`config.mk`:
```
export PLATFORM = sky130hd
export DESIGN_NAME = modular_inverse_top
export DESIGN_NICKNAME = d
export VERILOG_FILES = /design/src/mi_pkg.sv /design/src/modular_inverse_top.sv /design/src/mi_dp.sv /design/src/mi_ctrl.sv
export SDC_FILE = /design/constraint.sdc
export NUM_CORES = 1
export LEC_CHECK = 0
export ABC_AREA = 1
export BUFFER_PORTS_ARGS = -buffer_cell sky130_fd_sc_hd__buf_2
export CORE_MARGIN = 4
export CORE_UTILIZATION = 39
export DETAILED_ROUTE_END_ITERATION = 16
export PLACE_DENSITY = 0.63
export SYNTH_ARGS = -nofsm -noshare
export SYNTH_HDL_FRONTEND = slang
export SYNTH_SLANG_ARGS = --single-unit
```
`constraint.sdc`:
```
create_clock -name clk -period 8.42 [get_ports clk]
set_input_delay 1.263 -clock clk [delete_from_list [all_inputs] [get_ports clk]]
set_output_delay 1.263 -clock clk [all_outputs]
set_load 0.05 [all_outputs]
```
`src/mi_pkg.sv`:
```
// ----------------------------------------------------------------------------
// mi_pkg
// Types and constants shared by the modular inverse block.
// ----------------------------------------------------------------------------
package mi_pkg;

	localparam int DATA_WIDTH = 31;
	localparam int CNT_W      = $clog2(DATA_WIDTH);

	typedef struct packed {
		logic [DATA_WIDTH-1:0] value;
		logic [DATA_WIDTH-1:0] modulus;
	} src_item_t;

	typedef struct packed {
		logic [DATA_WIDTH-1:0] inverse;
		logic                  exists;
	} res_item_t;

	// controller -> datapath
	typedef struct packed {
		logic load;
		logic div_init;
		logic div_bit;
		logic update;
		logic reduce;
		logic emit;
	} mi_cmd_t;

	// datapath -> controller
	typedef struct packed {
		logic zero_in;
		logic r1_zero;
		logic bit_last;
		logic out_free;
	} mi_sts_t;

endpackage

```
`src/modular_inverse_top.sv`:
```
// ----------------------------------------------------------------------------
// modular_inverse_top
// Modular inverse by the extended Euclidean algorithm.
// ----------------------------------------------------------------------------
// Input channel src (src_valid/src_stall/src_data) carries value and
// modulus; output channel res (res_valid/res_stall/res_data) carries
// inverse and exists. An item moves when valid is high and stall low.
// One item is worked on at a time: src_stall stays high from the cycle
// after acceptance until the sequencer is idle again.
// Each Euclid step is one divide pass over DATA_WIDTH quotient bits (one
// quotient bit per cycle from the shared restoring divider) plus setup
// and update. 31-bit operands need at most about 45 steps; an item with
// a zero operand needs none.
// The result sits in an output register; the next item is accepted while
// it waits. If res_stall holds, the following result waits in the last
// sequencer state until the register frees up.
// arst_n clears the sequencer and the output valid; no result is pending.
// ----------------------------------------------------------------------------
module modular_inverse_top (
	input  logic              clk,
	input  logic              arst_n,
	input  logic              src_valid,
	output logic              src_stall,
	input  mi_pkg::src_item_t src_data,
	output logic              res_valid,
	input  logic              res_stall,
	output mi_pkg::res_item_t res_data
);
	import mi_pkg::*;

	mi_cmd_t cmd;
	mi_sts_t sts;

	mi_ctrl u_ctrl (
		.clk       (clk),
		.arst_n    (arst_n),
		.src_valid (src_valid),
		.src_stall (src_stall),
		.sts       (sts),
		.cmd       (cmd)
	);

	mi_dp u_dp (
		.clk       (clk),
		.arst_n    (arst_n),
		.cmd       (cmd),
		.sts       (sts),
		.src_data  (src_data),
		.res_valid (res_valid),
		.res_stall (res_stall),
		.res_data  (res_data)
	);

endmodule

```
`src/mi_dp.sv`:
```
// ----------------------------------------------------------------------------
// mi_dp
// Datapath: Euclid remainder and coefficient registers, a restoring
// divider that retires one quotient bit per cycle while accumulating
// q*c1, final sign fix-up and the output register.
// ----------------------------------------------------------------------------
module mi_dp (
	input  logic              clk,
	input  logic              arst_n,
	input  mi_pkg::mi_cmd_t   cmd,
	output mi_pkg::mi_sts_t   sts,
	input  mi_pkg::src_item_t src_data,
	output logic              res_valid,
	input  logic              res_stall,
	output mi_pkg::res_item_t res_data
);
	import mi_pkg::*;

	logic [DATA_WIDTH-1:0] n_q, r0_q, r1_q, c0_q, c1_q;
	logic                  par_q, zero_q;
	logic [DATA_WIDTH-1:0] rem_q, d_q, acc_q;
	logic [CNT_W-1:0]      cnt_q;
	res_item_t             out_q;
	logic                  out_vld_q;

	logic [DATA_WIDTH:0]   sh;
	logic [DATA_WIDTH+1:0] diff;
	logic                  qbit;
	logic [DATA_WIDTH-1:0] rem_nxt, acc_nxt, mag_red, inv_val;
	logic                  ok;

	// one restoring-division step
	assign sh      = {rem_q, d_q[DATA_WIDTH-1]};
	assign diff    = {1'b0, sh} - {2'b00, r1_q};
	assign qbit    = ~diff[DATA_WIDTH+1];
	assign rem_nxt = qbit ? diff[DATA_WIDTH-1:0] : sh[DATA_WIDTH-1:0];
	// Horner form of q*c1, MSB first; does not exceed the modulus
	assign acc_nxt = {acc_q[DATA_WIDTH-2:0], 1'b0} + (qbit ? c1_q : '0);

	assign mag_red = (c0_q >= n_q) ? (c0_q - n_q) : c0_q;
	assign ok      = ~zero_q && (r0_q == DATA_WIDTH'(1));
	// even index means a negative coefficient
	assign inv_val = par_q ? c0_q : ((c0_q == '0) ? '0 : (n_q - c0_q));

	always_ff @(posedge clk) begin
		if (cmd.load) begin
			n_q    <= src_data.modulus;
			r0_q   <= src_data.modulus;
			r1_q   <= src_data.value;
			c0_q   <= '0;
			c1_q   <= DATA_WIDTH'(1);
			par_q  <= 1'b0;
			zero_q <= (src_data.value == '0) || (src_data.modulus == '0);
		end else if (cmd.update) begin
			r0_q  <= r1_q;
			r1_q  <= rem_q;
			c0_q  <= c1_q;
			c1_q  <= c0_q + acc_q;
			par_q <= ~par_q;
		end else if (cmd.reduce) begin
			c0_q <= mag_red;
		end

		if (cmd.div_init) begin
			rem_q <= '0;
			d_q   <= r0_q;
			acc_q <= '0;
		end else if (cmd.div_bit) begin
			rem_q <= rem_nxt;
			d_q   <= {d_q[DATA_WIDTH-2:0], 1'b0};
			acc_q <= acc_nxt;
		end

		if (cmd.emit) begin
			out_q.exists  <= ok;
			out_q.inverse <= ok ? inv_val : '0;
		end
	end

	always_ff @(posedge clk or negedge arst_n) begin
		if (!arst_n) begin
			cnt_q     <= '0;
			out_vld_q <= 1'b0;
		end else begin
			if (cmd.div_init) begin
				cnt_q <= '0;
			end else if (cmd.div_bit) begin
				cnt_q <= cnt_q + CNT_W'(1);
			end
			if (cmd.emit) begin
				out_vld_q <= 1'b1;
			end else if (!res_stall) begin
				out_vld_q <= 1'b0;
			end
		end
	end

	assign sts.zero_in  = zero_q;
	assign sts.r1_zero  = (r1_q == '0);
	assign sts.bit_last = (cnt_q == CNT_W'(DATA_WIDTH - 1));
	assign sts.out_free = ~out_vld_q | ~res_stall;

	assign res_valid = out_vld_q;
	assign res_data  = out_q;

endmodule

```
`src/mi_ctrl.sv`:
```
// ----------------------------------------------------------------------------
// mi_ctrl
// Sequencer: loads an item, runs Euclid steps (one divide pass plus an
// update each), reduces the last coefficient and hands off the result.
// ----------------------------------------------------------------------------
module mi_ctrl (
	input  logic            clk,
	input  logic            arst_n,
	input  logic            src_valid,
	output logic            src_stall,
	input  mi_pkg::mi_sts_t sts,
	output mi_pkg::mi_cmd_t cmd
);
	import mi_pkg::*;

	typedef enum logic [5:0] {
		ST_IDLE = 6'b000001,
		ST_LOOP = 6'b000010,
		ST_DIV  = 6'b000100,
		ST_UPD  = 6'b001000,
		ST_RED  = 6'b010000,
		ST_OUT  = 6'b100000
	} state_t;

	state_t state_q, state_nxt;

	always_comb begin
		state_nxt = state_q;
		cmd       = '0;
		case (state_q)
			ST_IDLE: begin
				if (src_valid) begin
					cmd.load  = 1'b1;
					state_nxt = ST_LOOP;
				end
			end
			ST_LOOP: begin
				if (sts.zero_in || sts.r1_zero) begin
					state_nxt = ST_RED;
				end else begin
					cmd.div_init = 1'b1;
					state_nxt    = ST_DIV;
				end
			end
			ST_DIV: begin
				cmd.div_bit = 1'b1;
				if (sts.bit_last) begin
					state_nxt = ST_UPD;
				end
			end
			ST_UPD: begin
				cmd.update = 1'b1;
				state_nxt  = ST_LOOP;
			end
			ST_RED: begin
				cmd.reduce = 1'b1;
				state_nxt  = ST_OUT;
			end
			ST_OUT: begin
				if (sts.out_free) begin
					cmd.emit  = 1'b1;
					state_nxt = ST_IDLE;
				end
			end
			default: begin
				state_nxt = ST_IDLE;
			end
		endcase
	end

	always_ff @(posedge clk or negedge arst_n) begin
		if (!arst_n) begin
			state_q <= ST_IDLE;
		end else begin
			state_q <= state_nxt;
		end
	end

	assign src_stall = (state_q != ST_IDLE);

endmodule

```
Word level (Yosys, flattened, before mapping). Index checks and enable logic that the tools add are counted.

Reduce and logical (&&, ||, !) cells: 13. Equal/unequal tests: 13. $add $sub $neg: 6. Bitwise operators: 5. Order comparisons: 1. Multiplexer cells: 31.

Operator list (number): 2-to-1 mux 31 bit (13); logical NOT 31 bit (4); adder 31 bit (2); subtractor 31 bit (2); one-hot mux 6 bit (6 select lines) (1); subtractor 32 x 31 -> 33 bit (1); equality test 31 x 1 -> 1 bit, second input constant (1); >= comparator 31 bit (1); 2-to-1 mux 6 bit (3); 2-to-1 mux 5 bit (3); 2-to-1 mux 1 bit (11); nonzero test 2 bit (4); equality test 6 x 1 -> 1 bit, second input constant (1); equality test 6 x 2 -> 1 bit, second input constant (1); equality test 6 x 3 -> 1 bit, second input constant (1); equality test 6 x 4 -> 1 bit, second input constant (1); equality test 6 x 5 -> 1 bit, second input constant (1); equality test 6 bit, second input constant (1); != test 2 bit, second input constant (3); != test 6 x 1 -> 1 bit, second input constant (1); adder 5 x 1 -> 5 bit, second input constant (1); equality test 5 bit, second input constant (1); NOT 1 bit (4); AND reduction 3 bit (1); 5 further kinds (6).

Input bits: 66. Output and inout bits: 34. Bits in registers: 294.

Depth between registers and ports, before layout. Gate-level depths: netlist of run 1.

Word-level depth: 5. Mapped depth: 29. Depth with buffers taken out: 28.

Cells and area by module. Synthesis of run 1 repeated with hierarchy kept, for this count alone.

Cells, all modules: 3195. Area, all modules: 21825.9 um^2.

By module, submodules not included: mi_dp (instances 1, seq. area each 7367.1 um^2, cells each 3140, area each 21430.6 um^2); mi_ctrl (instances 1, seq. area each 151.4 um^2, cells each 55, area each 395.4 um^2).

Least setup slack after synthesis of run 1. Ideal clock, no wire load.

Kind: flip-flop to flip-flop. From: register u_dp.r1_q[0]. To: register u_dp.acc_q[29]. Required time: 8297 ps. Setup time: 123 ps. Path slack: 4731 ps. Buffers on the path: 1. Cell stages (with the launch flop): 26. Arrival time: 3566 ps. Path through: edfxtp_1 > ha_1 > fa_1 > inv_1 > nand2_1 > nand2_1 > nand3_1 > nand3_1 > nand2_1 > nand2_1 > nand2_1 > nand2_2 > inv_2 > buf_2 > nor2_1 > ha_1 > inv_1 > fa_1 > inv_1 > nand2_1 > o21ai_0 > nand3_1 > nand3b_1 > nand4_1 > a21boi_0 > o21ai_0.

Longest elaborated chain between the ends: 4. Elaborated cells between the ends (all ways): 7. Those cells by class: add/sub: 2; mux: 3; reduce/logical: 2.

RTL lines: from (decl) (RTL line mi_dp.sv:19) `logic [DATA_WIDTH-1:0] n_q, r0_q, r1_q, c0_q, c1_q;`; from (signal assigned) (RTL line mi_dp.sv:49) `r1_q <= src_data.value;`; from (signal assigned) (RTL line mi_dp.sv:56) `r1_q <= rem_q;`; parallel branches: the longest is 4 deep, another holds subtractor 32 x 31 -> 33 bit; to (signal assigned) (RTL line mi_dp.sv:71) `acc_q <= acc_nxt;`; to (decl) (RTL line mi_dp.sv:21) `logic [DATA_WIDTH-1:0] rem_q, d_q, acc_q;`.

Parallel ways; which one is timed is not known. A chain may end at the register's enable or synchronous reset.

Final worst setup path of run 1. Same ends and word-level chain as after synthesis.

==> summary.md, run 1 <==
| Metric | Value |
|---|---|
| WL final | 76200 µm |
| FMAX | 186 MHz |
| Detailed Routing Iterations Pass 1 | 5 |
| Overall routing resource usage | 0.249 |
| Worst-Skew Late Latency | 560 ps |
| Post-Place Setup Slack | 3060 ps |
| Slew Limit Headroom | 0.262 |
| P_int | 3.66 mW |
| DR WL/cell | 19.2 µm |
| Layer with the highest usage | met2 |
| Reg2Reg Launch Point | u_dp.r1_q[0] |
| Core Area | 55000 µm² |
| Net Sw Power | 2.77 mW |
| Initial antenna violation count | 3 |
| Slew Limit Fails | 0 |
| Final net count | 3415 |
| Initial Util | 0.394 |
| Dpl cell area | 22800 µm² |
| Async set-reset flop share out of synthesis | 0.0408 |
| Max-cap violations | 0 |
| I/O pins | 100 |
| Total grt overflow | 0 |
| Peak VDD IR | 334 µV |
| FP Rows | 86 |
| Die Span X | 244 µm |
| Final setup vio count | 0 |
| Sequential area share after synthesis | 0.347 |
| Startpoint Class | flop |
| Detailed placement HPWL | 60300 µm |
| Longest Clk Path Bufs | 3 |
| Register share of total power | 0.334 |
| Leakage | 11.0 nW |
| Worst clock skew | 16.5 ps |
| Final Util | 0.438 |
| Final setup margin | 3050 ps |
| Cells on worst reg2reg path | 26 |
| Crit path capture type | flop |
| Root buffer cell | clkbuf_16 |
| Num Clock Sinks | 294 |
| Placed Cells | 3900 |
| Area fraction of the dominant cell type after synthesis | 0.218 |
| Post-synth EDFFs | 157 |
| Net Sw Frac | 0.431 |
| Clock Power Share | 0.259 |
| Met1 usage | 0.353 |
| CP max FO | 55 |
| Worst-path clk slew | 60 ps |
| Status | completed |
| Final antenna-violating net count | 0 |
| Vias in the first global route | 19455 |
| Most frequent cells in the layout | nand2_1, inv_1, nor2_1, a21oi_1, o21ai_0 |
| Worst R2R End | u_dp.acc_q[29] |
| Largest cells by area after synthesis | edfxtp_1, nand2_1, dfxtp_1 |
| R2R Setup Slk | 3050 ps |
| Mapped Cells | 3129 |
| Final Hold Vio Count | 0 |
| Vias per inst | 5.31 |
| Chip Height | 244 µm |
| GP Congestion | 1.00 |
| Hold endpoint | u_dp.c0_q[4] |
| Post-route cell area | 24100 µm² |
| Least-Margin Pin Slew | 1110 ps |
| Synth Area per Inst | 6.92 µm² |
| Hold slack final | 478 ps |
| Hold Path Class | reg -> reg |
| Yosys reg bits | 294 |
| Arrival @ worst endpoint | 5860 ps |
| Power Total | 6.42 mW |
| Fillers | 5818 |
| Syn Std Cell Area | 21600 µm² |
| Hold Startpoint | u_dp.c1_q[4] |
| Setup TNS | 0 ps |
| Post-synth top area cell | edfxtp_1 |
| Final worst path period share | 0.638 |
| Largest net degree at the start of global routing | 94 |
| Final min period | 5370 ps |
| DIE AREA | 59300 µm² |
| Commonest non-fill, non-tap cell in the layout | nand2_1 |
| H-tree levels | 2 |
| Hold_buf cts | 0 |
| Drt first-iter violations | 2004 |
| Combinational power share | 0.407 |
| RSZ-0062 raised after global routing | false |
| Main synth FF type | edfxtp_1 |
| Hold depth | 2 |
| CTS tree | built |
| M2 GR Usage | 0.401 |
| Cell Pwr Density | 267 nW/µm² |
| Share of cells above drive strength 1 | 0.0761 |
| Yosys Warn Count | 0 |
| Worst EP required | 8910 ps |
| Post_cts resized | 0 |
| Met3 usage | 0.0305 |
| First-pass GRT wire length | 116000 µm |
| Drt drc | 0 |
| Synth unique cells | 50 |
| Layout area overhead | 11.2% |
| Final std cells w/o fill | 3969 |
| Setup CP Type | reg -> reg |
| Via count | 21081 |
| Syn Nets | 3353 |
| Postcts setup bufs | 0 |
| Total CTS buffers | 37 |
| IO buf count | 99 |
logic make-up after synthesis:
family                   synth area share
AO/OA/AOI/OAI                       0.147
buffers and inverters              0.0980
AND/OR/NAND/NOR                     0.290
XOR/XNOR                           0.0243
flip-flops                          0.347
adder cells (fa/ha/maj)            0.0931
synth_stat cells (11+ instances only):
cell type	number
or2_2	15
o21ai_0	228
buf_2	41
o22ai_1	14
clkbuf_1	32
dfrtp_1	11
nand2_1	831
o211ai_1	13
a21o_1	15
nand3_1	228
xor2_1	37
nor3_1	31
inv_2	14
o21a_1	12
inv_1	440
ha_1	153
xnor2_1	23
nand3_2	11
a31oi_1	15
edfxtp_1	157
nor4_1	28
dfxtp_1	125
nand4_1	38
o21bai_1	27
a21oi_1	245
nor2_1	276
flip-flops by register name, indices dropped and copies added (netlist names):
register / flops
u_dp.r0_q: 31
u_ctrl.state_q: 6
u_dp.res_valid: 1
u_dp.res_data: 32
u_dp.c0_q: 31
u_dp.r1_q: 31
u_dp.cnt_q: 5
u_dp.zero_q: 1
u_dp.n_q: 31
u_dp.acc_q: 31
u_dp.d_q: 31
u_dp.par_q: 1
u_dp.c1_q: 31
u_dp.rem_q: 31
metal layers:
metal	wire length, µm	vias up
li1	-	10438
met1	34600	9817
met2	34200	718
met3	5400	108
met4	2090	0
met5	0	-
worst max-delay path: stages, from the launching register on:
cell	delay (ps)
edfxtp_1	380
ha_1	220
fa_1	410
inv_1	70
nand2_1	50
nand2_1	70
nand3_1	80
nand3_1	150
nand2_1	70
nand2_1	140
nand2_1	80
nand2_2	750
inv_2	240
buf_4	330
nor2_1	160
ha_1	180
inv_1	50
fa_1	380
inv_1	100
nand2_1	70
o21ai_0	480
nand3_1	140
nand3b_1	190
nand4_1	120
nand2_1	90
o21ai_0	60
o21ai_0	170
power groups by stage:
stage | Combinational, mW | Sequential (mW) | Clock [mW]
global placement | 2.57 | 2.16 | 0
finish | 2.61 | 2.15 | 1.66
floorplan | 1.83 | 2.10 | 0
global route | 2.89 | 2.17 | 1.75
CTS | 2.58 | 2.14 | 1.69
detailed placement | 2.57 | 2.17 | 0
cell type report:
cell class | count | area, µm² | share of cell area
Inverter | 456 | 1720 | 0.0713
Timing Repair Buffer | 110 | 578 | 0.0240
Antenna cell | 1 | 2.50 | 0.000104
Clock inverter | 30 | 332 | 0.0138
Sequential cell | 294 | 7520 | 0.312
Tap cell | 748 | 936 | 0.0389
Multi-Input combinational cell | 2292 | 12000 | 0.500
Clock buffer | 38 | 951 | 0.0395
how the worst max path moves through the flow:
stage                            start              to  cells after the start
after floorplan           u_dp.r1_q[0]  u_dp.acc_q[29]                     25
after CTS                 u_dp.r1_q[0]  u_dp.acc_q[29]                     26
final                     u_dp.r1_q[0]  u_dp.acc_q[29]                     26
after global routing      u_dp.d_q[30]  u_dp.acc_q[29]                     27
after detailed placement  u_dp.r1_q[0]  u_dp.acc_q[25]                     28
after global placement    u_dp.r1_q[0]  u_dp.acc_q[25]                     28
Power figures use the tool's default switching activity.
==> run 2: changes to the inputs <==
- ABC_AREA: 1 -> 0
- clock period: 8.42 -> 5.3 ns (I/O delays scaled with it)
==> run 2 against run 1 <==
  * Register-to-register slack worse by 2700 ps
  * Combinational power up 19%
  * Clock power up 51%
  * Fmax up 7.8%
==> summary.md, run 2 <==
| Metric | Value |
|---|---|
| Number of flip-flops in the largest register | 32 |
| Final Hold Vio Count | 0 |
| Synth Area in Simple Gates | 0.172 |
| Worst-path clk slew | 60 ps |
| Largest cells by area after synthesis | edfxtp_1, dfxtp_1, ha_1 |
| Worst EP required | 5770 ps |
| First-pass GRT wire length | 93300 µm |
| Layout area overhead | 12.1% |
| Crit path buf inv count | 1 |
| Chip Height | 234 µm |
| Area fraction of the dominant cell type after synthesis | 0.238 |
| Top Metal Used | met4 |
| Dpl cell area | 21000 µm² |
| Mapped Cells | 2245 |
| Final Util | 0.443 |
| IO buf count | 99 |
| Detailed placement HPWL | 46300 µm |
| Worst clock skew | 23.6 ps |
| FP Rows | 82 |
| Hold_buf cts | 0 |
| FMAX | 201 MHz |
| Slew Limit Headroom | 0.315 |
| Final net count | 2536 |
| Post-synthesis mux area share | 0.0277 |
| Total CTS buffers | 36 |
| Met2 routed WL | 29100 µm |
| Largest net degree at the start of global routing | 96 |
| Drt first-iter violations | 1412 |
| Share of cells above drive strength 1 | 0.116 |
| Syn Nets | 2469 |
| Async set-reset flop share out of synthesis | 0.0408 |
| Startpoint Class | flop |
| Synth Area per Inst | 8.83 µm² |
| Core Area | 50200 µm² |
| Root buffer cell | clkbuf_16 |
| Sequential area share after synthesis | 0.379 |
| Commonest non-fill, non-tap cell in the layout | nand2_1 |
| R2R Setup Slk | 320 ps |
| Max-cap violations | 0 |
| Post-synth top cells | nand2_1, o21ai_0, edfxtp_1 |
| Crit path capture type | flop |
| Least-Margin Pin Slew | 1020 ps |
| Cell Pwr Density | 400 nW/µm² |
| Area share of fa/ha/maj cells after synthesis | 0.102 |
| Met3 wire length | 3440 µm |
| GP Congestion | 0.978 |
| Syn Std Cell Area | 19800 µm² |
| Xor/xnor share of the synthesized area | 0.0517 |
| Leakage | 9.18 nW |
| Post-synth EDFFs | 157 |
| Num Clock Sinks | 294 |
| CP max stage delay | 420 ps |
| Synth unique cells | 93 |
| Final min period | 4980 ps |
| Main synth FF type | edfxtp_1 |
| Die Span X | 234 µm |
| Final setup vio count | 0 |
| Detailed Routing Iterations Pass 1 | 5 |
| Slew Limit Fails | 0 |
| Post-synth top area cell | edfxtp_1 |
| Post-route cell area | 22200 µm² |
| Peak VDD IR | 218 µV |
| DR WL/cell | 20.3 µm |
| Hold Path Class | in -> async |
| Compound-gate portion of the synthesized area | 0.217 |
| I/O pins | 100 |
| Count leader, synth | nand2_1 |
| Largest family of logic cells by synthesized area | compound AO/OA/AOI/OAI gates |
| Initial Util | 0.395 |
| Vias per inst | 5.72 |
| Worst-Skew Late Latency | 570 ps |
| Crit-path cells | ha_1 -> fa_1 -> nand2b_1 -> a21oi_2 -> o2111ai_2 -> and3_4 -> o31ai_2 -> buf_4 -> o21ai_4 -> nor2b_1 -> ha_1 -> nor2b_1 -> o31a_1 -> o32ai_2 -> o21ai_1 -> a21oi_2 -> o21ai_1 -> a221oi_1 -> mux2i_1 -> nand2_1 |
| H-tree levels | 2 |
| Most frequent cells in the layout | nand2_1, o21ai_0, edfxtp_1, a21oi_1, ha_1 |
| Yosys Warn Count | 0 |
| CP max FO | 13 |
| Setup CP Type | reg -> reg |
| CTS tree | built |
| WL final | 61200 µm |
| Final antenna-violating net count | 0 |
| Cell family with most CP delay | compound AO/OA/AOI/OAI gates |
| Status | completed |
| Arrival @ worst endpoint | 5450 ps |
| Via count | 17239 |
| Yosys reg bits | 294 |
| Total grt overflow | 0 |
| Vias in the first global route | 16739 |
| M1 WL | 26300 µm |
| Final worst path period share | 0.940 |
| Overall routing resource usage | 0.219 |
| Worst path slowest cell | edfxtp_1 |
| DIE AREA | 54500 µm² |
| Initial antenna violation count | 0 |
| Longest Clk Path Bufs | 3 |
| Drt drc | 0 |
| Antenna fix cells | 0 |
run 2: cell count changes in the layout (fill, tap and decap cells not counted), sizes merged, moves of 48 or more:
cell / before / now
nand2: 840 / 288
inv: 461 / 147
nor2: 283 / 109
nand3: 239 / 70
a21oi: 247 / 160
a21o: 15 / 77
xnor2: 23 / 71
run 2: what timing repair did:
action	in CTS	in global routing
pin swaps	0	7
endpoints found under the hold margin	0	0
buffers inserted	0	4
setup endpoints to repair	1	13
resized for setup	1	12
run 2: worst paths after layout:
| path | end | cells after the start | startpoint |
|---|---|---|---|
| worst max-delay path | u_dp.acc_q[29] | 20 | u_dp.r1_q[0] |
| worst min register to register | u_dp.acc_q[0] | 2 | u_dp.c1_q[0] |
| worst min-delay path | u_ctrl.state_q[2] | 1 | arst_n |
| min in group clk | u_ctrl.state_q[0] | 2 | src_valid |
| max in group asynchronous | u_ctrl.state_q[0] | 1 | arst_n |
| worst max register to register | u_dp.acc_q[29] | 20 | u_dp.r1_q[0] |
run 2: layout make-up:
cell class	instances	area, µm²
Clock buffer	46	990
Sequential cell	294	7520
Timing Repair Buffer	131	736
Multi-Input combinational cell	1705	11400
Fill cell	4858	27900
Clock inverter	20	201
Tap cell	672	841
Inverter	144	543
run 2: through the flow:
step	setup TNS, ps	std cells	power (mW)	worst slack, ps	hold slack (ps)
after detailed placement	0	2942	6.37	4.80	482
after global placement	0	2942	6.33	154	484
after global routing	-35.3	3012	9.36	-27.6	106
final	0	3012	8.88	317	88.6
after floorplan	0	2245	5.44	425	431
after CTS	0	3008	8.89	90.1	75.5
run 2: report_power, final:
part / internal, mW / total, mW / switching (mW)
Combinational: 1.03 / 3.11 / 2.09
Clock: 1.44 / 2.50 / 1.05
Sequential: 2.96 / 3.27 / 0.308
run 2: cells by family (layout without fill, tap and decap cells):
kind of cell	count (synthesis)	count (layout)
AOI/OAI and AO/OA	666	666
buffers and inverters	246	341
xor gates and xnor gates	117	117
muxes	51	51
and+or+nand+nor	713	713
DFF	294	294
adders and majority gates	158	158
run 2: per-layer routing:
| metal | vias to the layer above | global-route usage |
|---|---|---|
| li1 | 8300 | - |
| met1 | 8284 | 0.282 |
| met2 | 529 | 0.376 |
| met3 | 126 | 0.0265 |
| met4 | 0 | 0.0886 |
| met5 | - | 0 |
==> run 3: changes to the inputs <==
--- a/config.mk
+++ b/config.mk
@@ -12,3 +12,3 @@
 export DETAILED_ROUTE_END_ITERATION = 16
-export PLACE_DENSITY = 0.63
+export PLACE_DENSITY = 0.61
 export SYNTH_ARGS = -nofsm -noshare
--- a/constraint.sdc
+++ b/constraint.sdc
@@ -3,2 +3,2 @@
 set_output_delay 0.795 -clock clk [all_outputs]
-set_load 0.05 [all_outputs]
+set_load 0.005 [all_outputs]
==> run 3 against run 2 <==
  * Sequential cell count is the same
  * Worst hold slack gained 18 ps
  * Largest cell class unchanged
  * Fmax shrank 0.90%
  * Utilization is essentially flat
  * Critical path type unchanged
==> summary.md, run 3 (same netlist as run 2, synthesis figures left out) <==
| Metric | Value |
|---|---|
| First-pass GRT wire length | 96000 µm |
| Initial Util | 0.395 |
| Share of cells above drive strength 1 | 0.115 |
| Met3 wire length | 3590 µm |
| DIE AREA | 54500 µm² |
| Post-route cell area | 22200 µm² |
| Net Sw Frac | 0.381 |
| Final setup margin | 272 ps |
| Core Area | 50200 µm² |
| Total CTS buffers | 35 |
| Final min period | 5030 ps |
| Combinational power share | 0.345 |
| Least-Margin Pin Slew | 1090 ps |
| Final net count | 2534 |
| Number of flip-flops in the largest register | 32 |
| Vias in the first global route | 16780 |
| Cells on worst reg2reg path | 20 |
| Detailed placement HPWL | 47000 µm |
| Fillers | 4913 |
| CTS tree | built |
| Final antenna-violating net count | 0 |
| Worst-path clk slew | 60 ps |
| R2R Setup Slk | 270 ps |
| Max-cap violations | 0 |
| Die Span X | 234 µm |
| Hold slack final | 106 ps |
| Worst clock skew | 18.9 ps |
| Antenna fix cells | 0 |
| Root buffer cell | clkbuf_16 |
| Reg2Reg Launch Point | u_dp.r1_q[0] |
| Drt first-iter violations | 1196 |
| Total grt overflow | 0 |
| Worst R2R End | u_dp.acc_q[26] |
| Slew Limit Headroom | 0.276 |
| RSZ-0062 raised after global routing | true |
| Initial antenna violation count | 0 |
| GP Congestion | 0.947 |
| H-tree levels | 2 |
| Status | completed |
| Overall routing resource usage | 0.226 |
| IO buf count | 99 |
| Final setup vio count | 0 |
| Leakage | 9.23 nW |
| Worst setup path end | u_dp.acc_q[26] |
| Dpl cell area | 21000 µm² |
| Final worst path period share | 0.949 |
| Critical Path Source | u_dp.r1_q[0] |
| Slew Limit Fails | 0 |
| Hold Path Class | in -> async |
| CP max FO | 12 |
| Longest Clk Path Bufs | 3 |
| Crit path capture type | flop |
| Chip Height | 234 µm |
| FP Rows | 82 |
| Setup TNS | 0 ps |
| Final Hold Vio Count | 0 |
| Cell Pwr Density | 397 nW/µm² |
| WL final | 62300 µm |
| Num Clock Sinks | 294 |
| Worst-Skew Late Latency | 560 ps |
| Most frequent cells in the layout | nand2_1, o21ai_0, edfxtp_1, ha_1, a21oi_1 |
| Register share of total power | 0.371 |
| Largest net degree at the start of global routing | 129 |
| Detailed Routing Iterations Pass 1 | 5 |
| Met2 routed WL | 29500 µm |
| Top Metal Used | met4 |
| Peak VDD IR | 243 µV |
| Setup CP Type | reg -> reg |
| Worst EP required | 5740 ps |
| FMAX | 199 MHz |
| Layout area overhead | 12.1% |
| Vias per inst | 5.71 |
| Final Util | 0.443 |
| M1 WL | 26600 µm |
| I/O pins | 100 |
| Commonest non-fill, non-tap cell in the layout | nand2_1 |
| Via count | 17161 |
| Clock Power Share | 0.284 |
| Drt drc | 0 |
| Post-Place Setup Slack | 91.2 ps |
| Arrival @ worst endpoint | 5470 ps |
| Net Sw Power | 3.36 mW |
| DR WL/cell | 20.7 µm |
| P_int | 5.46 mW |
| Startpoint Class | flop |
-- run 3: cell types whose count changed in the layout (fill, tap and decap cells not counted), sizes merged --
cell,before,now
clkinvlp,7,2
buf,131,130
clkinv,8,11
bufinv,2,3
clkbuf,46,43
-- run 3: final cells by class --
class                   instances  area [µm²]  area share
multi-input cells            1705       11400       0.513
flip-flops and latches        294        7520       0.338
clock buffers                  43         967      0.0435
well taps                     672         841      0.0378
repair buffers                130         741      0.0333
inverters                     144         543      0.0244
clock inverters                19         214     0.00963
-- run 3: routing by layer --
| layer | up-vias | global-route usage |
|---|---|---|
| li1 | 8300 | - |
| met1 | 8215 | 0.293 |
| met2 | 535 | 0.380 |
| met3 | 111 | 0.0289 |
| met4 | 0 | 0.0936 |
| met5 | - | 0 |
-- run 3: per-stage QoR --
step	total power, mW	std cells
2_1_floorplan	5.33	2245
3_3_place_gp	6.28	2943
3_5_place_dp	6.31	2943
4_1_cts	8.83	3005
5_1_grt	9.31	3007
6_report	8.82	3007
-- run 3: worst min path at each step --
stage	start	to	slack, ps	depth (start not counted)
final	arst_n	u_dp.cnt_q[0]	110	1
after global routing	arst_n	u_dp.cnt_q[4]	120	1
after CTS	arst_n	u_ctrl.state_q[5]	90	1
after detailed placement	u_dp.acc_q[30]	u_dp.acc_q[30]	480	2
after global placement	u_dp.acc_q[30]	u_dp.acc_q[30]	480	2
after floorplan	u_dp.c1_q[29]	u_dp.c1_q[29]	430	2
-- run 3: worst max-delay path: stages (launching register included) --
cell and delay (ps):
edfxtp_1 410, ha_1 230, fa_1 400, nand2b_1 220, a21oi_4 190, o2111ai_1 170, and3_1 250, o31ai_2 250
buf_4 180, o21ai_4 130, nor2b_1 160, ha_1 310, a21oi_2 210, o21ai_1 110, a2111oi_2 420, a21oi_2 160
a311oi_2 330, o21ai_1 160, a2111oi_2 370, or4_1 170, nand3_1 70
-- run 3: what timing repair did --
item | 4_1_cts | 5_1_grt
buffers inserted | 0 | 2
endpoints found under the hold margin | 0 | 0
resized for setup | 0 | 11
hold buffers | 0 | 0
setup endpoints to repair | 0 | 14
-- run 3: power by group through the flow --
stage          clock network [mW]  logic (mW)  registers, mW
5_1_grt                      2.64        3.35           3.31
6_report                     2.51        3.04           3.27
2_1_floorplan                   0        2.15           3.18
3_3_place_gp                    0        2.98           3.30
4_1_cts                      2.55        3.02           3.26
3_5_place_dp                    0        3.01           3.31
